[config.mk]
export PLATFORM = sky130hd
export DESIGN_NAME = segment_obstacle_clearance_unit
export DESIGN_NICKNAME = d
export VERILOG_FILES = /design/src/hw/rtl/soc_pkg.sv /design/src/hw/rtl/soc_ram.sv /design/src/hw/rtl/soc_arith.sv /design/src/hw/rtl/segment_obstacle_clearance_unit.sv
export SDC_FILE = /design/constraint.sdc
export NUM_CORES = 2
export LEC_CHECK = 0
export BUFFER_PORTS_ARGS = -buffer_cell sky130_fd_sc_hd__buf_2
export CORE_MARGIN = 2
export CORE_UTILIZATION = 45
export CTS_BUF_LIST = sky130_fd_sc_hd__clkbuf_8
export DETAILED_ROUTE_END_ITERATION = 10
export GPL_ROUTABILITY_DRIVEN = 0
export PLACE_DENSITY = 0.65
export SYNTH_ARGS = -nofsm -noshare
export SYNTH_HDL_FRONTEND = slang
export SYNTH_SLANG_ARGS = --single-unit
[constraint.sdc]
create_clock -name i_clk -period 11.45 [get_ports i_clk]
set_input_delay 1.145 -clock i_clk [delete_from_list [all_inputs] [get_ports i_clk]]
set_output_delay 1.145 -clock i_clk [all_outputs]
set_load 0.1 [all_outputs]
[src/hw/rtl/soc_pkg.sv]
// Shared constants, types and helpers for the segment obstacle clearance unit.
package soc_pkg;

    localparam int COORD_BITS    = 16;
    localparam int MAX_OBSTACLES = 32;
    localparam int CNT_W         = 6;
    localparam int ENTRY_W       = 5;
    localparam int IDX_W         = (MAX_OBSTACLES > 1) ? $clog2(MAX_OBSTACLES) : 1;
    localparam int N_W           = $clog2(MAX_OBSTACLES + 1);
    localparam int OP_W          = COORD_BITS + 1;
    localparam int PROD_W        = 2 * OP_W;
    localparam int F_W           = PROD_W + 2;
    localparam int RECT_W        = 4 * COORD_BITS;
    localparam int ADDR_W        = 3;
    localparam int DATA_W        = 32;

    localparam logic FUNC_LOAD  = 1'b0;
    localparam logic FUNC_QUERY = 1'b1;

    localparam logic [0:0] REG_COUNT = 1'b0;

    typedef logic signed [COORD_BITS-1:0] t_coord;
    typedef logic signed [OP_W-1:0]       t_opnd;

    typedef struct packed {
        t_coord x1;
        t_coord y1;
        t_coord x2;
        t_coord y2;
        t_opnd  lh;
        t_opnd  lw;
    } t_seg;

    typedef struct packed {
        t_coord left;
        t_coord top;
        t_coord right;
        t_coord bottom;
    } t_rect;

    typedef enum logic [2:0] {
        MOP_NONE,
        MOP_X1Y2,
        MOP_X2Y1,
        MOP_LH_L,
        MOP_LH_R,
        MOP_LW_T,
        MOP_LW_B
    } t_mop;

    typedef enum logic [2:0] {
        ACC_NONE,
        ACC_LD_C,
        ACC_SUB_C,
        ACC_LD_LC,
        ACC_LD_RC,
        ACC_LD_PT,
        ACC_EVAL
    } t_acc;

    typedef struct packed {
        t_mop mop;
        t_acc acc;
    } t_ctl;

    function automatic logic [N_W-1:0] sat_count(input logic [CNT_W-1:0] c);
        logic [N_W-1:0] n;
        if (int'(c) > MAX_OBSTACLES) begin
            n = N_W'(MAX_OBSTACLES);
        end else begin
            n = N_W'(c);
        end
        return n;
    endfunction

endpackage

[src/hw/rtl/soc_ram.sv]
// Generic single-write, single-read RAM with registered read data.
module soc_ram #(
    parameter int WIDTH = 64,
    parameter int DEPTH = 32,
    parameter int AW    = (DEPTH > 1) ? $clog2(DEPTH) : 1
) (
    input  logic             i_clk,
    input  logic             i_we,
    input  logic [AW-1:0]    i_waddr,
    input  logic [WIDTH-1:0] i_wdata,
    input  logic [AW-1:0]    i_raddr,
    output logic [WIDTH-1:0] o_rdata
);

    logic [WIDTH-1:0] r_mem [DEPTH];
    logic [WIDTH-1:0] r_rdata;

    always_ff @(posedge i_clk) begin
        if (i_we) begin
            r_mem[i_waddr] <= i_wdata;
        end
        r_rdata <= r_mem[i_raddr];
    end

    assign o_rdata = r_rdata;

endmodule

[src/hw/rtl/soc_arith.sv]
// Shared multiplier with operand select, partial sums and the per-rectangle hit test.
module soc_arith import soc_pkg::*; (
    input  logic  i_clk,
    input  t_ctl  i_ctl,
    input  t_seg  i_seg,
    input  t_rect i_rect,
    output logic  o_hit
);

    localparam int F_LT = 0;
    localparam int F_RB = 1;
    localparam int F_LB = 2;
    localparam int F_RT = 3;

    logic signed [OP_W-1:0]   w_a;
    logic signed [OP_W-1:0]   w_b;
    logic signed [PROD_W-1:0] r_prod;
    logic signed [F_W-1:0]    w_prod_f;
    logic signed [F_W-1:0]    r_c;
    logic signed [F_W-1:0]    r_lc;
    logic signed [F_W-1:0]    r_rc;
    logic signed [F_W-1:0]    r_pt;
    logic signed [F_W-1:0]    w_f [4];
    logic [3:0]               r_neg;
    logic [3:0]               r_zero;
    logic                     r_reject;
    logic                     w_reject;
    t_coord                   w_lo_x;
    t_coord                   w_hi_x;
    t_coord                   w_lo_y;
    t_coord                   w_hi_y;

    function automatic logic opp(input logic pn, input logic pz,
                                 input logic qn, input logic qz);
        return (!pn && (qn || qz)) || ((pn || pz) && !qn);
    endfunction

    always_comb begin
        w_a = '0;
        w_b = '0;
        case (i_ctl.mop)
            MOP_X1Y2: begin
                w_a = {i_seg.x1[COORD_BITS-1], i_seg.x1};
                w_b = {i_seg.y2[COORD_BITS-1], i_seg.y2};
            end
            MOP_X2Y1: begin
                w_a = {i_seg.x2[COORD_BITS-1], i_seg.x2};
                w_b = {i_seg.y1[COORD_BITS-1], i_seg.y1};
            end
            MOP_LH_L: begin
                w_a = i_seg.lh;
                w_b = {i_rect.left[COORD_BITS-1], i_rect.left};
            end
            MOP_LH_R: begin
                w_a = i_seg.lh;
                w_b = {i_rect.right[COORD_BITS-1], i_rect.right};
            end
            MOP_LW_T: begin
                w_a = i_seg.lw;
                w_b = {i_rect.top[COORD_BITS-1], i_rect.top};
            end
            MOP_LW_B: begin
                w_a = i_seg.lw;
                w_b = {i_rect.bottom[COORD_BITS-1], i_rect.bottom};
            end
            default: begin
                w_a = '0;
                w_b = '0;
            end
        endcase
    end

    assign w_prod_f = {{(F_W-PROD_W){r_prod[PROD_W-1]}}, r_prod};

    // line value at the four corners
    assign w_f[F_LT] = r_lc + r_pt;
    assign w_f[F_RB] = r_rc + w_prod_f;
    assign w_f[F_LB] = r_lc + w_prod_f;
    assign w_f[F_RT] = r_rc + r_pt;

    always_comb begin
        w_lo_x = (i_rect.left < i_rect.right) ? i_rect.left : i_rect.right;
        w_hi_x = (i_rect.left < i_rect.right) ? i_rect.right : i_rect.left;
        w_lo_y = (i_rect.top < i_rect.bottom) ? i_rect.top : i_rect.bottom;
        w_hi_y = (i_rect.top < i_rect.bottom) ? i_rect.bottom : i_rect.top;
        w_reject = (i_seg.x1 < w_lo_x && i_seg.x2 < w_lo_x) ||
                   (i_seg.x1 > w_hi_x && i_seg.x2 > w_hi_x) ||
                   (i_seg.y1 > w_hi_y && i_seg.y2 > w_hi_y) ||
                   (i_seg.y1 < w_lo_y && i_seg.y2 < w_lo_y);
    end

    always_ff @(posedge i_clk) begin
        r_prod <= w_a * w_b;
        case (i_ctl.acc)
            ACC_LD_C:  r_c  <= w_prod_f;
            ACC_SUB_C: r_c  <= r_c - w_prod_f;
            ACC_LD_LC: r_lc <= w_prod_f + r_c;
            ACC_LD_RC: r_rc <= w_prod_f + r_c;
            ACC_LD_PT: r_pt <= w_prod_f;
            ACC_EVAL: begin
                for (int i = 0; i < 4; i++) begin
                    r_neg[i]  <= w_f[i][F_W-1];
                    r_zero[i] <= (w_f[i] == '0);
                end
                r_reject <= w_reject;
            end
            default: begin
            end
        endcase
    end

    assign o_hit = (opp(r_neg[F_LT], r_zero[F_LT], r_neg[F_RB], r_zero[F_RB]) ||
                    opp(r_neg[F_LB], r_zero[F_LB], r_neg[F_RT], r_zero[F_RT])) &&
                   !r_reject;

endmodule

[src/hw/rtl/segment_obstacle_clearance_unit.sv]
// Top level: obstacle table, query sequencer, output register and register port.
// A load word writes one rectangle into the table. A query word runs over n rectangles,
// where n is obstacle_count limited to the table size, and stops early at the first
// rectangle hit; a count of zero answers clear without reading the table. One
// shared multiplier forms the four corner products of each rectangle, and each
// rectangle passes through states M0, M1, M2, M3, EV and DC. The answer lands in an
// output register, and the unit is ready for the next word while that answer waits.
module segment_obstacle_clearance_unit import soc_pkg::*; (
    input  logic               i_clk,
    input  logic               i_rst_n,
    input  logic               i_valid,
    output logic               o_ready,
    input  logic               i_func,
    input  logic [ENTRY_W-1:0] i_entry_index,
    input  t_coord             i_rect_left,
    input  t_coord             i_rect_top,
    input  t_coord             i_rect_right,
    input  t_coord             i_rect_bottom,
    input  t_coord             i_start_x,
    input  t_coord             i_start_y,
    input  t_coord             i_end_x,
    input  t_coord             i_end_y,
    output logic               o_valid,
    input  logic               i_ready,
    output logic               o_route_clear,
    input  logic               psel,
    input  logic               penable,
    input  logic               pwrite,
    input  logic [ADDR_W-1:0]  paddr,
    input  logic [DATA_W-1:0]  pwdata,
    output logic [DATA_W-1:0]  prdata,
    output logic               pready
);

    typedef enum logic [10:0] {
        S_IDLE = 11'b000_0000_0001,
        S_C1   = 11'b000_0000_0010,
        S_C2   = 11'b000_0000_0100,
        S_C3   = 11'b000_0000_1000,
        S_M0   = 11'b000_0001_0000,
        S_M1   = 11'b000_0010_0000,
        S_M2   = 11'b000_0100_0000,
        S_M3   = 11'b000_1000_0000,
        S_EV   = 11'b001_0000_0000,
        S_DC   = 11'b010_0000_0000,
        S_DONE = 11'b100_0000_0000
    } t_state;

    t_state             r_state, n_state;
    logic [CNT_W-1:0]   r_count;
    logic [N_W-1:0]     r_n, n_n;
    logic [IDX_W-1:0]   r_idx, n_idx;
    logic               r_last, n_last;
    logic               r_res, n_res;
    logic               r_valid, n_valid;
    logic               r_clear, n_clear;
    t_seg               r_seg;
    t_ctl               w_ctl;
    t_rect              w_rect;
    logic [RECT_W-1:0]  w_rdata;
    logic               w_in_acc;
    logic               w_query;
    logic               w_we;
    logic               w_hit;
    logic               w_reg_wr;
    logic [N_W-1:0]     w_n_sat;

    assign o_ready  = (r_state == S_IDLE);
    assign w_in_acc = i_valid && o_ready;
    assign w_query  = w_in_acc && (i_func == FUNC_QUERY);
    assign w_we     = w_in_acc && (i_func == FUNC_LOAD) &&
                      (int'(i_entry_index) < MAX_OBSTACLES);
    assign w_n_sat  = sat_count(r_count);
    assign w_rect   = t_rect'(w_rdata);

    soc_ram #(
        .WIDTH (RECT_W),
        .DEPTH (MAX_OBSTACLES)
    ) u_table (
        .i_clk   (i_clk),
        .i_we    (w_we),
        .i_waddr (IDX_W'(i_entry_index)),
        .i_wdata ({i_rect_left, i_rect_top, i_rect_right, i_rect_bottom}),
        .i_raddr (r_idx),
        .o_rdata (w_rdata)
    );

    soc_arith u_arith (
        .i_clk  (i_clk),
        .i_ctl  (w_ctl),
        .i_seg  (r_seg),
        .i_rect (w_rect),
        .o_hit  (w_hit)
    );

    always_comb begin
        n_state = r_state;
        n_n     = r_n;
        n_idx   = r_idx;
        n_last  = r_last;
        n_res   = r_res;
        n_valid = r_valid;
        n_clear = r_clear;
        w_ctl   = '{mop: MOP_NONE, acc: ACC_NONE};
        if (r_valid && i_ready) begin
            n_valid = 1'b0;
        end
        case (r_state)
            S_IDLE: begin
                if (w_query) begin
                    n_idx = '0;
                    n_n   = w_n_sat;
                    if (w_n_sat == '0) begin
                        n_res   = 1'b1;
                        n_state = S_DONE;
                    end else begin
                        n_state = S_C1;
                    end
                end
            end
            S_C1: begin
                w_ctl   = '{mop: MOP_X1Y2, acc: ACC_NONE};
                n_state = S_C2;
            end
            S_C2: begin
                w_ctl   = '{mop: MOP_X2Y1, acc: ACC_LD_C};
                n_state = S_C3;
            end
            S_C3: begin
                w_ctl   = '{mop: MOP_NONE, acc: ACC_SUB_C};
                n_state = S_M0;
            end
            S_M0: begin
                w_ctl   = '{mop: MOP_LH_L, acc: ACC_NONE};
                n_state = S_M1;
            end
            S_M1: begin
                w_ctl   = '{mop: MOP_LH_R, acc: ACC_LD_LC};
                n_state = S_M2;
            end
            S_M2: begin
                w_ctl   = '{mop: MOP_LW_T, acc: ACC_LD_RC};
                n_state = S_M3;
            end
            S_M3: begin
                w_ctl   = '{mop: MOP_LW_B, acc: ACC_LD_PT};
                n_state = S_EV;
            end
            S_EV: begin
                // table read moves on to the next entry here
                w_ctl   = '{mop: MOP_NONE, acc: ACC_EVAL};
                n_last  = (N_W'(r_idx) + N_W'(1)) == r_n;
                n_idx   = r_idx + IDX_W'(1);
                n_state = S_DC;
            end
            S_DC: begin
                if (w_hit) begin
                    n_res   = 1'b0;
                    n_state = S_DONE;
                end else if (r_last) begin
                    n_res   = 1'b1;
                    n_state = S_DONE;
                end else begin
                    n_state = S_M0;
                end
            end
            S_DONE: begin
                if (!r_valid || i_ready) begin
                    n_valid = 1'b1;
                    n_clear = r_res;
                    n_state = S_IDLE;
                end
            end
            default: begin
                n_state = S_IDLE;
            end
        endcase
    end

    always_ff @(posedge i_clk) begin
        if (!i_rst_n) begin
            r_state <= S_IDLE;
            r_valid <= 1'b0;
            r_n     <= '0;
            r_idx   <= '0;
            r_last  <= 1'b0;
            r_res   <= 1'b0;
            r_clear <= 1'b0;
        end else begin
            r_state <= n_state;
            r_valid <= n_valid;
            r_n     <= n_n;
            r_idx   <= n_idx;
            r_last  <= n_last;
            r_res   <= n_res;
            r_clear <= n_clear;
        end
    end

    always_ff @(posedge i_clk) begin
        if (w_query) begin
            r_seg.x1 <= i_start_x;
            r_seg.y1 <= i_start_y;
            r_seg.x2 <= i_end_x;
            r_seg.y2 <= i_end_y;
            r_seg.lh <= {i_start_y[COORD_BITS-1], i_start_y} -
                        {i_end_y[COORD_BITS-1], i_end_y};
            r_seg.lw <= {i_end_x[COORD_BITS-1], i_end_x} -
                        {i_start_x[COORD_BITS-1], i_start_x};
        end
    end

    assign o_valid       = r_valid;
    assign o_route_clear = r_clear;

    // register port
    assign pready   = 1'b1;
    assign w_reg_wr = psel && penable && pwrite && pready &&
                      (paddr[ADDR_W-1] == REG_COUNT);
    assign prdata   = (paddr[ADDR_W-1] == REG_COUNT) ? DATA_W'(r_count) : '0;

    always_ff @(posedge i_clk) begin
        if (!i_rst_n) begin
            r_count <= '0;
        end else if (w_reg_wr) begin
            r_count <= pwdata[CNT_W-1:0];
        end
    end

    a_idx_in_range: assert property (@(posedge i_clk) disable iff (!i_rst_n)
        (r_state == S_M0) |-> (N_W'(r_idx) < r_n))
        else $error("rectangle index beyond obstacle count");

    a_hit_blocks: assert property (@(posedge i_clk) disable iff (!i_rst_n)
        (r_state == S_DC && w_hit) |=> (r_state == S_DONE && !r_res))
        else $error("hit did not end the query as blocked");

    a_result_waits: assert property (@(posedge i_clk) disable iff (!i_rst_n)
        (r_state == S_DONE && r_valid && !i_ready) |=>
            (r_state == S_DONE && $stable(o_route_clear)))
        else $error("pending answer overwrote a stalled word");

endmodule
==> impl_metrics.yaml <==
clock_network:
  cts_tree: "yes"
  cts_max_level: 5
  clkLatencyLatePin_ns: 1.03
  numCtsBuffers: 389
  ctsResizeCount: 0
  clock_tree.buffer_depth: 4
  clk_pin_slew_ns: 0.07
  holdBufCountCts: 0
  clock-root-buffer: "clkbuf_8"
  clock-sinks: 2427
  post_cts_buffers: 0
final_layout:
  stdcell_count: 11500
  syn_to_final_growth_pct: 10.8
  final_common_cell: "edfxtp_1"
  nNetsFinal: 8720
  fillers: 21300
  final_cell_mix: "edfxtp_1, inv_1, mux4_2, ha_1, nor2_1"
  drive_above_1_share_pct: 19.8
timing:
  tns_ns: 0
  slew_headroom_pct: 15.5
  max_freq_ghz: 0.110
  min_period_over_period_pct: 79.2
  tightest_slew_ns: 1.23
  rsz0062_at_grt: "false"
  final-setup-viol-count: 0
  period_needed_ns: 9.07
  final.setup_skew_ns: 0.0954
  finalMaxSlewViolations: 0
  hold_viol_final: 0
detailed_routing:
  wl_mm: 318
  drtPass1Iterations: 8
  drtAntennaViolNets: 0
  wire_per_inst_um: 27.7
  vias: 68900
  viasPerCell: 6.00
  drt-initial-drc-count: 8283
  drc_errors: 0
floorplanning:
  die_width_um: 515
  dieArea_um2: 265000
  core_um2: 259000
  boundaryPins: 212
  num_rows: 187
  die_h_um: 515
  start_util_pct: 45.2
grt:
  grt.overflow.total: 0
  grt_usage_pct: 23.8
  grt_pass1_wl_mm: 461
  antenna_found_initial: 50
  grt_max_degree: 148
  grt_pass1_vias: 68600
pwr:
  power_frac_seq_pct: 56.7
  combPwrFrac_pct: 2.3
  p_int_mw: 13.5
  swShare_pct: 21.6
  switching_power_mw: 3.72
  powerDensity_nw_per_um2: 133
  vdd_drop_max_uv: 131
  p_clk_share_pct: 41.0
  p_leak_nw: 45.6
placed_design:
  dpl.hpwl_mm: 199
  placed_cells: 10800
  io_buffers: 156
worst_setup_path:
  crit_fanout: 20
  reg2regPathDepth: 27
  reg2reg_from: "r_state[7]"
  cp.depth: 27
  crit_end: "u_arith.r_prod[33]"
  slowest_delay_ns: 0.61
  cp.buffers_inverters: 2
  crit_path_end_kind: "flip-flop"
  crit_family: "adder cells"
  cp-start-kind: "flip-flop"
  cp.arrival_ns: 9.96
  timing.reg2reg.setup_slack_ns: 2.38
  cp.required_ns: 12.34
  worst_path_most_repeated_cell: "fa_1"
  crit_type: "reg -> reg"
  r2r-end: "u_arith.r_prod[33]"
  startpoint: "r_state[7]"
  cp_slowest_cell: "or2_2"
yosys:
  synth_edf_count: 2297
  synth_cell_types: 84
  seq_area_frac_synth_pct: 61.0
  ys_async_sr_fraction_pct: 0
  synthCells: 7368
  ys_seq_elements: 2427
  syn_area_um2: 117000
  avgSynthCellArea_um2: 15.9
  yosys_warnings: 0
  synthFlopType: "edfxtp_1"
worst_hold_path:
  hp-class: "in -> reg"
flow_run:
  maxCapViolCount: 0
outcome:
  status: "complete, no violations"
## per-stage QoR
step           setup slack (ns)  power, mW  hold WS [ns]  util [%]  instance area [µm²]
2_1_floorplan              2.66       10.2         0.441         -               117000
4_1_cts                    2.40       17.4         0.271      50.1               130000
3_3_place_gp               2.61       10.3         0.464      47.3               123000
6_report                   2.38       17.3         0.358      50.1               130000
5_1_grt                    1.92       17.8         0.306      50.1               130000
3_5_place_dp               2.41       10.4         0.461      47.3               123000
## metal layers
| metal | track usage [%] | share of wire, % | vias up |
|---|---|---|---|
| li1 | - | - | 29300 |
| met1 | 32.6 | 40 | 35600 |
| met2 | 38.2 | 48 | 3322 |
| met3 | 4.26 | 8.4 | 661 |
| met4 | 8.20 | 3.4 | 24 |
| met5 | 0 | 0.047 | - |
## worst min path at each step
stage	from	endpoint	slack [ns]	depth (start not counted)
after global routing	i_start_x[2]	r_seg[84]	0.31	1
final	i_start_x[2]	r_seg[84]	0.36	1
after CTS	i_start_x[2]	r_seg[84]	0.27	1
after global placement	r_last	r_last	0.46	2
after detailed placement	r_last	r_last	0.46	2
after floorplan	r_last	r_last	0.44	2
## flip-flops by register name, indices dropped and copies added (netlist names), 4 cells and up
signal / cells
r_count: 6
r_idx: 5
r_n: 6
r_seg: 98
r_state: 11
u_arith.r_c: 36
u_arith.r_lc: 36
u_arith.r_neg: 4
u_arith.r_prod: 34
u_arith.r_pt: 34
u_arith.r_rc: 36
u_arith.r_zero: 4
u_table.o_rdata: 64
u_table.r_mem: 2048
## power groups by stage
stage	Clock [mW]	Combinational (mW)	Sequential (mW)
finish	7.07	0.396	9.79
global route	7.58	0.432	9.79
CTS	7.21	0.394	9.79
detailed placement	0	0.392	9.97
global placement	0	0.375	9.97
floorplan	0	0.192	9.96
## cells in the mapped netlist (24+ instances only)
| library cell | instances | area share [%] |
|---|---|---|
| clkbuf_1 | 230 | 0.74 |
| a21oi_1 | 306 | 1.3 |
| inv_1 | 532 | 1.7 |
| a221oi_1 | 29 | 0.22 |
| buf_4 | 28 | 0.18 |
| nand3_1 | 88 | 0.38 |
| o21a_1 | 40 | 0.26 |
| edfxtp_1 | 2297 | 59 |
| or2_2 | 28 | 0.15 |
| fa_1 | 304 | 5.2 |
| nand2b_1 | 65 | 0.35 |
| nand2_1 | 295 | 0.94 |
| mux2_2 | 71 | 0.68 |
| and2_1 | 24 | 0.13 |
| o21bai_1 | 37 | 0.24 |
| a22oi_1 | 47 | 0.30 |
| nor3b_1 | 25 | 0.16 |
| nor4_1 | 29 | 0.15 |
| o211ai_1 | 26 | 0.17 |
| xor2_1 | 42 | 0.31 |
| nor3_1 | 70 | 0.30 |
| mux4_2 | 641 | 12 |
| nand4_1 | 51 | 0.27 |
| mux2i_1 | 58 | 0.49 |
| o21ai_0 | 207 | 0.88 |
| a21o_1 | 80 | 0.51 |
| ha_1 | 482 | 5.1 |
| dfxtp_1 | 130 | 2.2 |
| nor2_1 | 480 | 1.5 |
| buf_1 | 41 | 0.13 |
| nor2b_1 | 88 | 0.47 |
| a31oi_1 | 31 | 0.17 |
| xnor2_1 | 137 | 1.0 |
## cells by family (layout without fill, tap and decap cells)
| logic type | count (synthesis) | count (layout) | synth area share [%] |
|---|---|---|---|
| other | 2 | 43 | 0.00640 |
| multiplexers | 770 | 770 | 13.5 |
| AO/OA/AOI/OAI | 1029 | 1029 | 5.70 |
| AND/OR/NAND/NOR | 1335 | 1335 | 5.42 |
| adder cells (fa/ha/maj) | 786 | 786 | 10.3 |
| XOR/XNOR | 179 | 179 | 1.34 |
| flip-flops | 2427 | 2427 | 61.0 |
| buffers and inverters | 840 | 1508 | 2.78 |
## final cells by class
type                       count  area (µm²)  area share (%)
multi-input combinational   4126       43000            33.1
tap                         3402        4260            3.27
sequential                  2427       71600            55.1
clock buffer                 420        5780            4.45
clock inverter               274        1550            1.19
antenna                       16        40.0          0.0308
timing repair buffer         276        1770            1.36
inverter                     538        2020            1.56
No activity file was read; power rests on OpenSTA's default activity.
